--- config.mk ---
export PLATFORM = sky130hd
export DESIGN_NAME = fhyp_front_flat
export DESIGN_NICKNAME = d
export VERILOG_FILES = /design/src/rtl/fhyp_pkg.sv /design/src/rtl/fhyp_ifs.sv /design/src/rtl/fhyp_front.sv /design/src/flat_wrapper.sv
export SDC_FILE = /design/constraint.sdc
export NUM_CORES = 1
export LEC_CHECK = 0
export BUFFER_PORTS_ARGS = -buffer_cell sky130_fd_sc_hd__buf_4
export CAP_MARGIN = 20
export CELL_PAD_IN_SITES_DETAIL_PLACEMENT = 0
export CELL_PAD_IN_SITES_GLOBAL_PLACEMENT = 1
export CORE_ASPECT_RATIO = 0.5
export CORE_MARGIN = 3
export CORE_UTILIZATION = 39
export CTS_CLUSTER_DIAMETER = 80
export CTS_CLUSTER_SIZE = 10
export DETAILED_ROUTE_END_ITERATION = 16
export GPL_ROUTABILITY_DRIVEN = 0
export GPL_TIMING_DRIVEN = 0
export PLACE_DENSITY = 0.82
export SYNTH_ARGS = -nofsm -noshare
export SYNTH_HDL_FRONTEND = slang
export SYNTH_SLANG_ARGS = --single-unit
--- constraint.sdc ---
create_clock -name clk -period 3.4 [get_ports clk]
set_input_delay 0.17 -clock clk [delete_from_list [all_inputs] [get_ports clk]]
set_output_delay 0.17 -clock clk [all_outputs]
set_load 0.005 [all_outputs]
--- src/rtl/fhyp_pkg.sv ---
`default_nettype none
// ----------------------------------------------------------------------------
// fhyp_pkg: shared constants and types of the float hypotenuse unit
// Holds IEEE constants, status codes, pipeline latencies and the queue entry.
// ----------------------------------------------------------------------------
package fhyp_pkg;

  // ieee constants
  localparam logic [31:0] POS_INF_BITS   = 32'h7f80_0000;
  localparam logic [31:0] QNAN_RESET     = 32'h7fc0_0000;
  localparam logic [31:0] RSQRT_SEED     = 32'h5fe6_eb3b;
  localparam logic [63:0] OVF_LIMIT_BITS = 64'h47ef_ffff_f000_0000;
  localparam logic [7:0]  EXP_MAX        = 8'hff;
  localparam logic [8:0]  EXP_GAP        = 9'd12;
  // 1.5 as a double significand with hidden bit
  localparam logic [52:0] ONE_P5_MANT    = {2'b11, 51'b0};

  // status codes
  localparam logic [1:0] ST_OK     = 2'd0;
  localparam logic [1:0] ST_RANGE  = 2'd1;
  localparam logic [1:0] ST_DOMAIN = 2'd2;

  // pipeline depths
  localparam int MUL_LAT     = 3;
  localparam int SUB_LAT     = 2;
  localparam int SUM_LAT     = 7;
  localparam int QUEUE_DEPTH = 4;

  // item as classified by the front end
  typedef struct packed {
    logic        arith;
    logic [31:0] res_bits;
    logic [1:0]  status;
    logic [31:0] x_bits;
    logic [31:0] y_bits;
  } item_t;

  // part of the item that rides along the arithmetic pipeline
  typedef struct packed {
    logic        arith;
    logic [31:0] res_bits;
    logic [1:0]  status;
  } side_t;

endpackage
`default_nettype wire

--- src/rtl/fhyp_ifs.sv ---
`default_nettype none
// ----------------------------------------------------------------------------
// fhyp channel interfaces
// Operand, result and configuration channels with valid/ready handshakes.
// ----------------------------------------------------------------------------
interface fhyp_in_if;
  logic        valid;
  logic        ready;
  logic [31:0] x_bits;
  logic [31:0] y_bits;
  modport source (output valid, x_bits, y_bits, input ready);
  modport sink (input valid, x_bits, y_bits, output ready);
endinterface


interface fhyp_cfg_if;
  logic        valid;
  logic        ready;
  logic [31:0] quiet_nan_pattern;
  modport source (output valid, quiet_nan_pattern, input ready);
  modport sink (input valid, quiet_nan_pattern, output ready);
endinterface
`default_nettype wire

--- src/rtl/fhyp_front.sv ---
`default_nettype none
// ----------------------------------------------------------------------------
// fhyp_front: operand intake and classification
// Sorts each operand pair into a direct result or an arithmetic job and
// holds the quiet NaN register.
// ----------------------------------------------------------------------------
module fhyp_front (
  input  logic              clk,
  input  logic              rst,
  fhyp_in_if.sink           operand,
  fhyp_cfg_if.sink          cfg,
  input  logic              full,
  output logic              push,
  output fhyp_pkg::item_t   item
);

  logic            f_valid;
  logic [31:0]     qnan;
  fhyp_pkg::item_t cls;
  logic [7:0]      ex, ey;
  logic [31:0]     ax, ay;

  // configuration register
  assign cfg.ready = 1'b1;
  always_ff @(posedge clk) begin
    if (rst) begin
      qnan <= fhyp_pkg::QNAN_RESET;
    end else if (cfg.valid) begin
      qnan <= cfg.quiet_nan_pattern;
    end
  end

  // classification
  assign ex = operand.x_bits[30:23];
  assign ey = operand.y_bits[30:23];
  assign ax = {1'b0, operand.x_bits[30:0]};
  assign ay = {1'b0, operand.y_bits[30:0]};

  always_comb begin
    cls.arith    = 1'b0;
    cls.res_bits = ax;
    cls.status   = fhyp_pkg::ST_OK;
    cls.x_bits   = operand.x_bits;
    cls.y_bits   = operand.y_bits;
    if (ex != fhyp_pkg::EXP_MAX && ey != fhyp_pkg::EXP_MAX) begin
      if ({1'b0, ex} > {1'b0, ey} + fhyp_pkg::EXP_GAP) begin
        cls.res_bits = ax;
      end else if ({1'b0, ey} > {1'b0, ex} + fhyp_pkg::EXP_GAP) begin
        cls.res_bits = ay;
      end else if (ay == 32'd0) begin
        cls.res_bits = ax;
      end else if (ax == 32'd0) begin
        cls.res_bits = ay;
      end else begin
        cls.arith = 1'b1;
      end
    end else if (ax == fhyp_pkg::POS_INF_BITS || ay == fhyp_pkg::POS_INF_BITS) begin
      cls.res_bits = fhyp_pkg::POS_INF_BITS;
    end else begin
      cls.res_bits = qnan;
      cls.status   = fhyp_pkg::ST_DOMAIN;
    end
  end

  // holding register toward the queue
  assign operand.ready = !f_valid || !full;
  assign push          = f_valid && !full;

  always_ff @(posedge clk) begin
    if (rst) begin
      f_valid <= 1'b0;
    end else if (operand.valid && operand.ready) begin
      f_valid <= 1'b1;
    end else if (push) begin
      f_valid <= 1'b0;
    end
  end

  always_ff @(posedge clk) begin
    if (operand.valid && operand.ready) begin
      item <= cls;
    end
  end

endmodule
`default_nettype wire

--- src/flat_wrapper.sv ---
// flat-port wrapper written by rule: the top's interface ports become plain ports
module fhyp_front_flat 
  (clk, rst, full, push, item, operand_valid, operand_x_bits, operand_y_bits, operand_ready, cfg_valid, cfg_quiet_nan_pattern, cfg_ready);
  fhyp_in_if operand_i ();
  fhyp_cfg_if cfg_i ();
  input  logic clk;
  input  logic rst;
  input  logic full;
  output logic push;
  output fhyp_pkg::item_t item;
  input wire logic [$bits(operand_i.valid)-1:0] operand_valid;
  input wire logic [$bits(operand_i.x_bits)-1:0] operand_x_bits;
  input wire logic [$bits(operand_i.y_bits)-1:0] operand_y_bits;
  output wire logic [$bits(operand_i.ready)-1:0] operand_ready;
  input wire logic [$bits(cfg_i.valid)-1:0] cfg_valid;
  input wire logic [$bits(cfg_i.quiet_nan_pattern)-1:0] cfg_quiet_nan_pattern;
  output wire logic [$bits(cfg_i.ready)-1:0] cfg_ready;
  assign operand_i.valid = operand_valid;
  assign operand_i.x_bits = operand_x_bits;
  assign operand_i.y_bits = operand_y_bits;
  assign operand_ready = operand_i.ready;
  assign cfg_i.valid = cfg_valid;
  assign cfg_i.quiet_nan_pattern = cfg_quiet_nan_pattern;
  assign cfg_ready = cfg_i.ready;
  fhyp_front u_core (.clk(clk), .rst(rst), .operand(operand_i), .cfg(cfg_i), .full(full), .push(push), .item(item));
endmodule
### Word-level counts from Yosys, hierarchy flattened

Index checks and enable logic that the tools add are counted.

* register bits after elaboration: 132
* input bits: 101
* output and inout bits: 102
* word-level logic and storage cells: 37

* add/subtract/negate cells: 2
* order comparisons: 2
* equal/unequal tests: 4
* muxes and demuxes: 10
* bitwise operators: 1
* reductions and logical operators: 11

Operators with widths (count)
* 32-bit 2-to-1 mux: 5
* 32-bit logical NOT: 2
* 31-bit equality test (second input constant): 2
* 31-bit 2-to-1 mux: 1
* 8-bit by 4-bit adder with 9-bit output (second input constant): 2
* 8-bit by 9-bit > comparator with 1-bit output: 2
* 8-bit inequality test (second input constant): 2
* 4-bit OR reduction: 1
* 1-bit logical AND: 3
* 1-bit 2-to-1 mux: 3
* 1-bit logical NOT: 2
* 1-bit logical OR: 2
* 2-bit 2-to-1 mux: 1
* 2-bit nonzero test: 1
* 1-bit inverter: 1

### Longest topological paths before layout

* depth after elaboration: 6
* gate-level depth with buffers: 12
* depth with buffers taken out: 11

### Least setup slack after synthesis

OpenSTA, ideal clock, no wires.

* kind: flip-flop to flip-flop
* start: reg u_core.f_valid
* end: reg, netlist name u_core.item[0]
* setup time: 0.468 ns
* arrival time: 2.663 ns
* data required time: 2.932 ns
* path slack: 0.269 ns
* stages on the path, launching flop included: 3
* path buffers: 0
* period minus slack after synthesis: 3.131 ns
* cell sequence: dfxtp_1 -> nand2_1 -> and2_1

* cells in the longest elaborated chain, start to end: 3

Ends and longest elaborated chain
* from (decl): RTL line fhyp_front.sv:17 `logic f_valid;`
* from (signal assigned): RTL line fhyp_front.sv:71 `f_valid <= 1'b0;`
* from (signal assigned): RTL line fhyp_front.sv:73 `f_valid <= 1'b1;`
* from (signal assigned): RTL line fhyp_front.sv:75 `f_valid <= 1'b0;`
* 1-bit logical NOT: RTL line fhyp_front.sv:66 `assign operand.ready = !f_valid || !full;`
* 1-bit logical OR: RTL line fhyp_front.sv:66
* net operand_ready: RTL line flat_wrapper.sv:14 `output wire logic [$bits(operand_i.ready)-1:0] operand_ready;`
* 1-bit logical AND: RTL line fhyp_front.sv:80 `if (operand.valid && operand.ready) begin`

The timed path passes the listed nets, and every way through them passes these cells.
A chain may end at the register's enable or synchronous reset.

==> results list <==
* Run status: finished, final reports clean
- Count of endpoints failing setup in the final report: 0
* Fraction of final layout cells sized beyond drive strength 1: between 30% and 40%
- Number of maximum-capacitance constraint violations: 0
- Across the VDD grid, the largest voltage drop is 0.000304 V.
- STA classifies the critical path startpoint as a primary input.
- Counting every net in the synthesized netlist gives 522.
- Most frequent cells in the layout: 200 x buf_4, 98 x edfxtp_1, 77 x dlygate4sd3_1
- Across all layers, the routed design uses around 4500 vias.
* Post-synthesis average cell area: between 10 and 15 um^2
* Count of port buffers added during placement: approximately 200
* Area of the mapped netlist: 5510 um^2
* Cell chosen for the clock root: clkbuf_16
- TritonCTS built the clock tree.
- After detailed routing, the number of remaining DRC violations is 0.
- Worst-path cell chain: dlygate4sd3_1 > buf_4 > inv_1 > nor3_1 > xnor2_1 > ha_1 > and3_1 > a221o_1 > o221ai_1 > o31a_1 > nor3_4 > buf_6 > a221o_1
* CTS sink cnt: around 130
- The total overflow left after global routing is 0.
* RSZ-0062 raised after global routing: false
- Max Root-Sink Buffers: 2
- The slowest stage of the critical path is the dlygate4sd3_1 cell.
- Pwr dens: 517 nW/um^2
* Startpoint-to-endpoint class of the critical path: primary input to register
- The first global-routing pass estimated approximately 26000 um of wire.
- Headroom to the max-slew limit came out at roughly 38%.
* Maximum fanout along the worst path: 10
- Among the stages of the critical path, the cell type that occurs most often is a221o_1.
- Initial antenna violation count: 0
- In the post-synthesis netlist, the biggest area contributors are edfxtp_1 53%, dfxtp_1 12%, a221o_1 4.4%, mux2i_1 4.4%, ha_1 4.3%.
* Die Height: between 90 and 100 um
- For this run, the number of Yosys warnings is 0.
- Number of rows created at floorplan: 30
- Once layout is complete, the utilization of the core stands at between 60% and 70%.
- Least-Margin Pin Slew: 0.927 ns
* Final instance area: about 8600 um^2
- From left edge to right edge, the die measures between 150 and 200 um.
- The critical path crosses 13 cells after its start point.
- # diodes: 0
* Via count of the first global-routing pass: 4696
- Summed over all cells, the static leakage comes to ~3.7 nW.
* Post-route setup TNS: 0 ns
- Sequential share of the synthesized area: between 60% and 70%
- Kind of end point of the critical path: register
* Bufs and invs on worst path: 4
- On the final layout, the worst clock skew is between 0.008 and 0.009 ns.
- Via density per instance: ~5.0
- Leaving out fill and tap cells, the most frequent cell in the layout is buf_4.
- The detailed router finished its first iteration with between 300 and 400 violations.
- Slowest Stage Delay on Critical Path: roughly 0.52 ns
* Post-synthesis cell type with the largest combined area: edfxtp_1
- Crit share post-route: 90.5%
- The wire-length estimate of the detail-placed layout is roughly 11000 um.
- The final number of max-transition violations came to 0.
* Initial standard-cell utilization of the core: approximately two fifths
* Hold/Removal Path Class: primary input to register
- Post-synthesis sequential element count: 131
* Routed wirelength normalized by instance count: between 15 and 20 um
* Post-synthesis cell type count: 43
* Synthesized instance count: ~400
- The routed design has 16100 um of wire.
* Fmax: between 0.3 and 0.4 GHz
* Fraction of synthesized cell area taken by the top area cell type: a little over half
- Grouping stages by cell kind, the critical path spends the most delay in compound AO/OA/AOI/OAI gates.
* Hold_ws: around 0.0049 ns
- Leaving out filler cells and counting taps, the final layout contains 902.
- H-tree depth reported by CTS: 4
- The number of hold-slack violations in the final timing report was 0.
- Entering global routing, the biggest net connects 66 pins.
- Area added between synthesis and finish: 56.8%
* Worst path setup slack after routing: between 0.3 and 0.4 ns
- Inst Count DP: roughly 800
- Placeable core area: roughly 14000 um^2
* ANT nets after route: 0
- Counting I/O delays and the setup requirement, the final critical path takes ~3 ns.
- At the worst endpoint, the arrival time is about 3.2 ns.
* Number of buffers created by CTS: 17
- After clock tree synthesis, the clock-pin slew on the worst setup and hold paths is about 0.060 ns.
- Full die area: approximately 16000 um^2
- Critical Path RT: 3.55 ns
- Post-place instance area: roughly 7300 um^2
- Number of buffers inserted to repair setup after CTS: 0
- In this run the count of I/O pins placed on the die edge is approximately 200.
- Number of detailed-routing iterations run before antenna repair: 6
* Post-place setup slack: about 0.25 ns
* Total power consumption of the routed design: 4.47 mW
- Total number of nets in the final design: between 800 and 900
- Hold_buf cts: just under 80
- Counting cells, the worst reg-to-reg path comes to 3.
* Number of cells on the worst hold path: 3
- Tot GR Track Use: a little over a fifth
- In this run, post-CTS repair resized a total of 0 instances.
* Clock Latency Late Sink: about 0.4 ns
## registers in the layout, summed over array words and instances, names as in the netlist
signal	cells
u_core.item	98
u_core.f_valid	1
u_core.qnan	32
## power by group
part | internal (mW) | switching [mW] | leakage, nW
clock network | 1.12 | 0.744 | 0.291
logic | 0.385 | 0.316 | 2.18
registers | 1.86 | 0.0358 | 1.22
total | 3.37 | 1.10 | 3.70
## cell type report
cell class | count | area [um^2]
Fill cell | 1079 | 5060
Sequential cell | 131 | 3600
Timing Repair Buffer | 276 | 2280
Multi-Input combinational cell | 229 | 1700
Clock buffer | 18 | 439
Tap cell | 192 | 240
Clock inverter | 14 | 165
Buffer | 19 | 124
Inverter | 23 | 86.3
## worst reg2reg max path: stages (launching register included)
cell and delay, ns:
dfxtp_1 0.32, nand2_1 0.08, and2_4 0.47, buf_16 0.35
## cells by family (layout without fill, tap and decap cells)
logic type,Yosys count,in the layout,synth area share (%)
multiplexers,24,24,4.36
other,2,2,0.136
flip-flops,131,131,65.4
AO/OA/AOI/OAI,63,63,9.92
XOR/XNOR,8,8,1.27
adder cells (fa/ha/maj),19,19,4.31
AND/OR/NAND/NOR,113,113,10.8
buffers and inverters,42,350,3.81
## final timing paths
check / start / end / slack, ns
worst max-delay path: operand_x_bits[28] / u_core.item[69] / 0.32
worst min-delay path: cfg_quiet_nan_pattern[23] / u_core.qnan[23] / 0.005
worst max register to register: u_core.f_valid / u_core.item[76] / 1.81
worst min register to register: u_core.qnan[22] / u_core.qnan[22] / 0.48
## synth_stat cells
library cell / n
a2111oi_0: 1
a211o_1: 1
a211oi_1: 1
a21o_1: 4
a21oi_1: 5
a21oi_2: 1
a221o_1: 24
a222oi_1: 7
a32oi_1: 1
and2_1: 25
and3_1: 2
and3_2: 1
and3b_1: 1
and4_1: 2
buf_1: 2
buf_4: 2
buf_6: 6
clkbuf_1: 9
clkinv_1: 1
conb_1: 2
dfxtp_1: 33
edfxtp_1: 98
ha_1: 19
inv_1: 22
mux2i_1: 24
nand2_1: 16
nand3_1: 3
nand4_1: 6
nor2_1: 32
nor2b_1: 2
nor3_1: 7
nor3_4: 1
nor4_1: 13
o2111a_1: 1
o2111ai_1: 2
o211ai_1: 8
o21ai_0: 4
o221ai_1: 1
o31a_1: 1
o31ai_2: 1
or4_1: 2
xnor2_1: 4
xor2_1: 4
## routing by layer
metal	wire length [um]	track usage, %	vias to the layer above
li1	-	-	2127
met1	6730	25.9	2178
met2	8240	36.5	159
met3	824	4.18	27
met4	344	7.62	0
met5	0	0	-
(Power assumes the default switching activity.)
