$ cat src/rtl/fhyp_pkg.sv
`default_nettype none
// ----------------------------------------------------------------------------
// fhyp_pkg: shared constants and types of the float hypotenuse unit
// Holds IEEE constants, status codes, pipeline latencies and the queue entry.
// ----------------------------------------------------------------------------
package fhyp_pkg;

  // ieee constants
  localparam logic [31:0] POS_INF_BITS   = 32'h7f80_0000;
  localparam logic [31:0] QNAN_RESET     = 32'h7fc0_0000;
  localparam logic [31:0] RSQRT_SEED     = 32'h5fe6_eb3b;
  localparam logic [63:0] OVF_LIMIT_BITS = 64'h47ef_ffff_f000_0000;
  localparam logic [7:0]  EXP_MAX        = 8'hff;
  localparam logic [8:0]  EXP_GAP        = 9'd12;
  // 1.5 as a double significand with hidden bit
  localparam logic [52:0] ONE_P5_MANT    = {2'b11, 51'b0};

  // status codes
  localparam logic [1:0] ST_OK     = 2'd0;
  localparam logic [1:0] ST_RANGE  = 2'd1;
  localparam logic [1:0] ST_DOMAIN = 2'd2;

  // pipeline depths
  localparam int MUL_LAT     = 3;
  localparam int SUB_LAT     = 2;
  localparam int SUM_LAT     = 7;
  localparam int QUEUE_DEPTH = 4;

  // item as classified by the front end
  typedef struct packed {
    logic        arith;
    logic [31:0] res_bits;
    logic [1:0]  status;
    logic [31:0] x_bits;
    logic [31:0] y_bits;
  } item_t;

  // part of the item that rides along the arithmetic pipeline
  typedef struct packed {
    logic        arith;
    logic [31:0] res_bits;
    logic [1:0]  status;
  } side_t;

endpackage
`default_nettype wire

$ cat src/rtl/fhyp_queue.sv
`default_nettype none
// ----------------------------------------------------------------------------
// fhyp_queue: short fifo between front end and arithmetic back end
// Lets either side stall without holding up the other until the queue fills or runs empty.
// ----------------------------------------------------------------------------
module fhyp_queue #(
  parameter int DEPTH = fhyp_pkg::QUEUE_DEPTH
) (
  input  logic            clk,
  input  logic            rst,
  input  logic            push,
  input  fhyp_pkg::item_t push_item,
  output logic            full,
  input  logic            pop,
  output logic            head_valid,
  output fhyp_pkg::item_t head
);

  localparam int PW = $clog2(DEPTH);
  localparam int CW = $clog2(DEPTH + 1);

  fhyp_pkg::item_t entries [DEPTH];
  logic [PW-1:0]   wr_ptr, rd_ptr;
  logic [CW-1:0]   count;
  logic            do_push, do_pop;

  assign full       = count == CW'(DEPTH);
  assign head_valid = count != '0;
  assign head       = entries[rd_ptr];
  assign do_push    = push && !full;
  assign do_pop     = pop && head_valid;

  // pointers and fill count
  always_ff @(posedge clk) begin
    if (rst) begin
      wr_ptr <= '0;
      rd_ptr <= '0;
      count  <= '0;
    end else begin
      if (do_push) begin
        wr_ptr <= (wr_ptr == PW'(DEPTH - 1)) ? '0 : wr_ptr + 1'b1;
      end
      if (do_pop) begin
        rd_ptr <= (rd_ptr == PW'(DEPTH - 1)) ? '0 : rd_ptr + 1'b1;
      end
      if (do_push && !do_pop) begin
        count <= count + 1'b1;
      end else if (do_pop && !do_push) begin
        count <= count - 1'b1;
      end
    end
  end

  // storage
  always_ff @(posedge clk) begin
    if (do_push) begin
      entries[wr_ptr] <= push_item;
    end
  end

endmodule
`default_nettype wire

$ cat config.mk
export PLATFORM = sky130hd
export DESIGN_NAME = fhyp_queue
export DESIGN_NICKNAME = d
export VERILOG_FILES = /design/src/rtl/fhyp_pkg.sv /design/src/rtl/fhyp_queue.sv
export SDC_FILE = /design/constraint.sdc
export NUM_CORES = 1
export LEC_CHECK = 0
export BUFFER_PORTS_ARGS = -buffer_cell sky130_fd_sc_hd__buf_2
export CAP_MARGIN = 5
export CORE_UTILIZATION = 51
export CTS_CLUSTER_SIZE = 16
export DETAILED_ROUTE_END_ITERATION = 10
export GPL_ROUTABILITY_DRIVEN = 0
export PLACE_DENSITY = 0.83
export SYNTH_ARGS = -nofsm -noshare
export SYNTH_HDL_FRONTEND = slang
export SYNTH_SLANG_ARGS = --single-unit
$ cat constraint.sdc
create_clock -name clk -period 3.2 [get_ports clk]
set_clock_uncertainty 0.05 [all_clocks]
set_input_delay 0.32 -clock clk [delete_from_list [all_inputs] [get_ports clk]]
set_output_delay 0.32 -clock clk [all_outputs]
set_load 0.1 [all_outputs]
Word-level counts from Yosys, hierarchy flattened
Memories as Yosys holds them, arrays and structs flattened. A register that Yosys moved wholly into a read port is not among the register bits.
Index checks and enable logic that the tools add are counted.
- register bits after elaboration: 7
- bits in writable memories: 396
- bits of input ports: 103
- output and inout bits: 101
- word-level logic and storage cells: 28
- memories: 1
- memories (memory ; depth ; bits a word ; read ports ; clocked after Yosys merged registers in ; wr ports ; RTL line ; RTL):
    entries ; 4 ; 99 ; 1 ; 1 ; 1 ; fhyp_queue.sv:22 ; fhyp_pkg::item_t entries [DEPTH];
- add/sub/neg operators: 4
- eq/ne operators: 3
- mux-type cells: 8
- reduce and logical (&&, ||, !) cells: 9
- operators with widths (kind ; count):
    $mux W2 ; 4
    $mux W3 ; 2
    $add A2 B1 Y2 const B ; 2
    $eq A2 B2 Y1 const B ; 2
    $logic_and A1 B1 Y1 ; 4
    $add A3 B1 Y3 const B ; 1
    $eq A3 B3 Y1 const B ; 1
    $logic_not A1 Y1 ; 3
    $reduce_bool A3 Y1 ; 1
    $sub A3 B1 Y3 const B ; 1
    $mux W1 ; 2
    $reduce_bool A2 Y1 ; 1

Logic depth before layout (Yosys ltp)
Gate-level depths: netlist of the first run.
- depth in word-level cells: 7
- mapped depth: 10
- mapped depth without buffers: 9

Least setup slack after synthesis of the first run
Ideal clock, no wire load.
- path kind: register to register
- from: reg count[0]
- to: mem entries[0][0] (netlist name), enable pin
- data arrival time: 3.014 ns
- slack: -0.334 ns
- stages on the path, launching flop included: 4
- buffers on the path: 1
- clock period less this slack: 3.534 ns
- cell sequence: dfxtp_1 > or3b_1 > buf_2 > and3_1
- word-level cells in the longest chain between the ends: 5
- RTL lines (item ; RTL line ; RTL):
    start, declared ; fhyp_queue.sv:24 ; logic [CW-1:0] count;
    start signal, assigned ; fhyp_queue.sv:47 ; count <= count + 1'b1;
    start signal, assigned ; fhyp_queue.sv:49 ; count <= count - 1'b1;
    $eq A3 B3 Y1 ; fhyp_queue.sv:27 ; assign full = count == CW'(DEPTH);
    $logic_not A1 Y1 ; fhyp_queue.sv:30 ; assign do_push = push && !full;
    $logic_and A1 B1 Y1 ; fhyp_queue.sv:30 ;
    $mux W1 ; fhyp_queue.sv:56 ; if (do_push) begin
    $mux W1 (not written as such) ; fhyp_queue.sv:57 ; entries[wr_ptr] <= push_item;
    end, declared ; fhyp_queue.sv:22 ;
No other way between the ends.

==> impl_metrics.tcl, run 1 <==
set metrics [dict create \
    via_per_inst 5.40 \
    start_kind "flip-flop" \
    num_rows 61 \
    synth_area_leaders "edfxtp_1, mux4_2, dfxtp_1" \
    grt_pass1_wl_um 44000 \
    synth_nets 677 \
    yosys_warnings 0 \
    fin_nets 1011 \
    final-setup-viol-count 0 \
    initial_core_util_pct 52.4 \
    r2r_cells 9 \
    clock_path_buffers 3 \
    hold_violations 0 \
    period_minus_slack_ns 2.65 \
    clk_pin_slew_ns 0.06 \
    firstDrtPassIters 5 \
    remaining_drc_errors 0 \
    cts_htree_levels 2 \
    tightest_slew_ns 0.548 \
    grt_usage_pct 20.4 \
    totalWireLength_um 29300 \
    max-slew-margin-rel_pct 63.5 \
    clock_latency_ns 0.51 \
    syn_area_um2 14700 \
    die_area_um2 29500 \
    cts_sinks 405 \
    outcome "completed" \
    wire_per_inst_um 22.3 \
    synth_common_cells "edfxtp_1, mux4_2, buf_2" \
    dieHeight_um 172 \
    ant_nets 0 \
    end_kind "output port" \
    drive_above_1_share_pct 40.8 \
    pwr_density_cell_nw_per_um2 952 \
    cts_buffers 41 \
    synth_most_common_cell "edfxtp_1" \
    synthXorXnorAreaFrac_pct 0.119 \
    io_buffers 203 \
    synthAdderAreaFrac_pct 0.646 \
    drt_iter0_drc 442 \
    critPathKind "flip-flop to output port" \
    synthArstFlopShare_pct 0 \
    via_count 7092 \
    postSynthCellCount 567 \
    synth-edff-count 396 \
    cp.arrival_ns 2.28 \
    hold_depth 2 \
    fmax_ghz 0.378 \
    cts_tree "yes" \
    grt_max_degree 66 \
    post_cts_buffers 0 \
    yosysSeqAreaShare_pct 82.0 \
    yosys_most_used_dff "edfxtp_1" \
    grt_antenna_before_repair 3 \
    p_leak_nw 6.32 \
    critical_path.max_fanout 28 \
    syn_area_per_cell_um2 26.0 \
    maxCapViolCount 0 \
    finalMaxSlewViolations 0 \
    yosysTopAreaCell "edfxtp_1" \
    area_delta_synth_final_pct 26.4 \
    root_buffer "clkbuf_16" \
    final_util_pct 66.2 \
    synth_compound_area_share_pct 0.272 \
    peakVddDrop_v 0.000644 \
    synth_seq_cells 405 \
    period_share_pct 82.8 \
    hold_class "primary input to flip-flop" \
    pin_count 204 \
    grt_overflow 0 \
    yosys.area_share.simple_pct 0.587 \
    tns_ns 0 \
    yosys.area.top_type_share_pct 80.8 \
    hold_slack_ns 0.0452 \
    core_um2 28100 \
    die_w_um 172 \
    place_hpwl_um 15600 \
    cts-resized-gates 0 \
    ys_types 24 \
    grt_pass1_vias 7749 \
    critPathRequiredTime_ns 2.83 \
    synth_top_family_by_area "multiplexers" \
    cts_hold_buf 99 \
    rsz0062_at_grt "no" \
    post_synth_mux_area_share_pct 15.3 \
]
-- power by group --
group / total (mW) / internal, mW / switching (mW)
Sequential: 6.60 / 6.42 / 0.180
Combinational: 6.56 / 1.41 / 5.15
Clock: 4.55 / 2.66 / 1.89
-- placed cells by master, fill, tap and decap left out, types with 2 or more instances in the layout --
master	instances
edfxtp_1	396
buf_2	203
mux4_2	99
dlygate4sd3_1	99
clkbuf_16	41
clkinv_1	14
clkinv_2	10
buf_12	10
dfxtp_1	7
ha_1	6
diode_2	4
inv_1	4
nor2_1	4
and3_4	4
bufinv_16	4
or3_1	3
a21oi_1	3
inv_6	3
buf_4	3
o31ai_1	2
xor2_1	2
nand3_1	2
mux2i_1	2
o21ai_0	2
dfxtp_4	2
-- registers in the layout, indices dropped and copies added (netlist names), named ones only --
| signal | flops |
|---|---|
| wr_ptr | 2 |
| count | 3 |
| entries | 396 |
| rd_ptr | 2 |
-- metal layers --
metal / vias up / wire [um] / track usage [%]
met5: - / 0 / 0
met4: 0 / 747 / 7.46
met3: 53 / 1930 / 5.47
met2: 250 / 15400 / 35.4
met1: 3666 / 11300 / 24.7
li1: 3123 / - / -
-- kinds of logic after synthesis --
group,Yosys count
buffers and inverters,29
AOI/OAI and AO/OA,7
and+or+nand+nor,16
xor gates and xnor gates,2
DFF,405
muxes,101
adders and majority gates,7
-- critical path: stages, from the launching register on --
cell and delay [ns]:
dfxtp_4 0.62, buf_4 0.41, mux4_2 0.28, buf_2 0.43
-- per-stage QoR --
step | total power [mW] | instance area (um^2) | cells | worst slack, ns
floorplan | 12.1 | 14700 | 567 | 0.671
global placement | 13.1 | 16300 | 1137 | 0.948
detailed placement | 13.2 | 16300 | 1137 | 0.835
CTS | 17.8 | 18600 | 1309 | 0.489
global route | 18.3 | 18600 | 1310 | 0.442
finish | 17.7 | 18600 | 1313 | 0.552
-- cell type report --
class / instances / area, um^2
well taps: 378 / 473
clock buffers: 42 / 1030
repair buffers: 315 / 2230
flip-flops and latches: 405 / 12100
clock inverters: 31 / 251
inverters: 5 / 20.0
fillers: 1804 / 9490
multi-input cells: 133 / 2510
diodes: 4 / 10.0
-- final timing paths --
kind	start	slack (ns)	endpoint
max	flip-flop	0.55	head[33]
min	rst	0.05	count[2]
max reg2reg	count[0]	0.82	count[2]
min reg2reg	rd_ptr[0]	0.45	flip-flop
No activity file was read; power rests on OpenSTA's default activity.
==> run 2: changes to the inputs <==
--- a/config.mk
+++ b/config.mk
@@ -7,11 +7,11 @@
 export LEC_CHECK = 0
 export BUFFER_PORTS_ARGS = -buffer_cell sky130_fd_sc_hd__buf_2
 export CAP_MARGIN = 5
-export CORE_UTILIZATION = 51
+export CORE_UTILIZATION = 57
 export CTS_CLUSTER_SIZE = 16
 export DETAILED_ROUTE_END_ITERATION = 10
 export GPL_ROUTABILITY_DRIVEN = 0
-export PLACE_DENSITY = 0.83
+export PLACE_DENSITY = 0.87
 export SYNTH_ARGS = -nofsm -noshare
 export SYNTH_HDL_FRONTEND = slang
 export SYNTH_SLANG_ARGS = --single-unit
==> constraint.sdc (replaced) <==
create_clock -name clk -period 2.45 [get_ports clk]
set_clock_uncertainty 0.05 [all_clocks]
set_input_delay 0.245 -clock clk [delete_from_list [all_inputs] [get_ports clk]]
set_output_delay 0.245 -clock clk [all_outputs]
set_load 0.1 [all_outputs]
==> run 2 against run 1 <==
Net effect:
- largest power group is now combinational logic
- register-to-register slack got worse by 0.66 ns
- die area fell by 10%
- wire length rose by 4.4%
==> impl_metrics.tcl, run 2 (synthesized netlist as in run 1, its figures left out) <==
set metrics [dict create \
    drive_above_1_share_pct 41.8 \
    p_leak_nw 6.45 \
    fmax_ghz 0.414 \
    final-setup-viol-count 0 \
    final_common_cell "edfxtp_1" \
    via_per_inst 5.77 \
    cts_htree_levels 2 \
    die_area_um2 26500 \
    clock_latency_ns 0.51 \
    initial_core_util_pct 58.3 \
    start_kind "flip-flop" \
    finalMaxSlewViolations 0 \
    grt_overflow 0 \
    worstPathCellList "buf_12 -> buf_12 -> mux4_2 -> buf_2" \
    grt_antenna_before_repair 1 \
    remaining_drc_errors 0 \
    reg_top3 "entries (396), count (3)" \
    antennaDiodeCount 0 \
    num_rows 58 \
    max-slew-margin-rel_pct 64.8 \
    pwr_density_cell_nw_per_um2 1250 \
    fin_nets 1029 \
    hold_slack_ns 0.0248 \
    cts_tree "yes" \
    tns_ns 0 \
    critPathRequiredTime_ns 2.15 \
    clk_pin_slew_ns 0.06 \
    via_count 7374 \
    firstDrtPassIters 5 \
    max_stage_delay_ns 0.53 \
    finalPower_mw 23.5 \
    outcome "completed" \
    die_w_um 163 \
    critPathKind "flip-flop to output port" \
    area_delta_synth_final_pct 28.1 \
    multi_input_area_um2 2510 \
    period_share_pct 98.5 \
    place_hpwl_um 16900 \
    hold_class "primary input to flip-flop" \
    pin_count 204 \
    io_buffers 203 \
    clock_path_buffers 3 \
    cts_sinks 405 \
    largest_reg_flops 396 \
    drt_iter0_drc 625 \
    period_minus_slack_ns 2.41 \
    regMostFlops "entries" \
    ant_nets 0 \
    end_kind "output port" \
    path_common_cell "buf_12" \
    cp.arrival_ns 2.12 \
    totalWireLength_um 30600 \
    hold_violations 0 \
    critical_path.max_fanout 13 \
    cp_slowest_cell "mux4_2" \
    final_cell_mix "edfxtp_1, buf_2, dlygate4sd3_1, mux4_2, clkbuf_16" \
    grt_pass1_vias 7944 \
    cts_buffers 40 \
    root_buffer "clkbuf_16" \
    grt_pass1_wl_um 45100 \
    final_util_pct 74.6 \
    grt_usage_pct 23.2 \
    dieHeight_um 163 \
    grt_max_degree 58 \
    fill_cells 1351 \
    core_um2 25300 \
    peakVddDrop_v 0.00104 \
    maxCapViolCount 0 \
    wire_per_inst_um 24.0 \
    final-seq-area_um2 12100 \
    tightest_slew_ns 0.532 \
]
[run 2: cell types whose count changed in the layout (fill, tap and decap cells not counted), sizes merged]
cell	before	now
diode	4	0
inv	7	4
buf	216	226
bufinv	4	3
dlygate4sd3	99	100
clkinv	24	20
clkinvlp	1	4
clkbuf	42	53
[run 2: cell type report]
cell class                      instances  area share [%]
Sequential cell                       405            64.1
Timing Repair Buffer                  334            13.7
Multi-Input combinational cell        133            13.3
Clock buffer                           45            5.52
Tap cell                              330            2.19
Clock inverter                         26            1.08
Inverter                                5           0.126
[run 2: what timing repair did]
item,4_1_cts,5_1_grt
endpoints found under the setup margin,30,68
hold buffers,100,0
resized for setup,21,31
gates cloned,0,1
pin swaps,0,0
hold endpoints to repair,405,0
buffers inserted,0,9
[run 2: report_power, final]
part / total, mW / switching [mW] / internal (mW)
Combinational: 9.07 / 6.86 / 2.21
Clock: 5.80 / 2.43 / 3.37
Sequential: 8.62 / 0.240 / 8.38
Total: 23.5 / 9.53 / 14.0
[run 2: final timing paths]
kind	to	slack, ns	startpoint	depth (start not counted)
worst min register to register	flip-flop	0.48	rd_ptr[0]	2
worst max register to register	count[2]	0.16	count[0]	9
worst max-delay path	head[74]	0.04	flip-flop	4
worst min-delay path	wr_ptr[0]	0.02	push	3
[run 2: per-layer routing]
metal  GRT usage [%]  wire length [um]  vias up
met3            4.97              2070       61
met2            40.4             16500      344
li1                -                 -     3142
met1            29.1             11200     3825
met5               0                 8        -
met4            7.77               824        2
[run 2: metrics by stage]
stage | area [um^2] | std cells | setup WS [ns]
after floorplan | 14700 | 567 | 0.00785
after global placement | 16400 | 1097 | 0.208
after detailed placement | 16400 | 1097 | 0.0578
after CTS | 18700 | 1268 | 0.000165
after global routing | 18900 | 1278 | -0.0214
final | 18900 | 1278 | 0.0360
[run 2: critical path: cells and delay by family (launching register included)]
| family | cells | cell delay, ns |
|---|---|---|
| buffers and inverters | 3 | 0.65 |
| muxes | 1 | 0.53 |
| DFF | 1 | 0.42 |
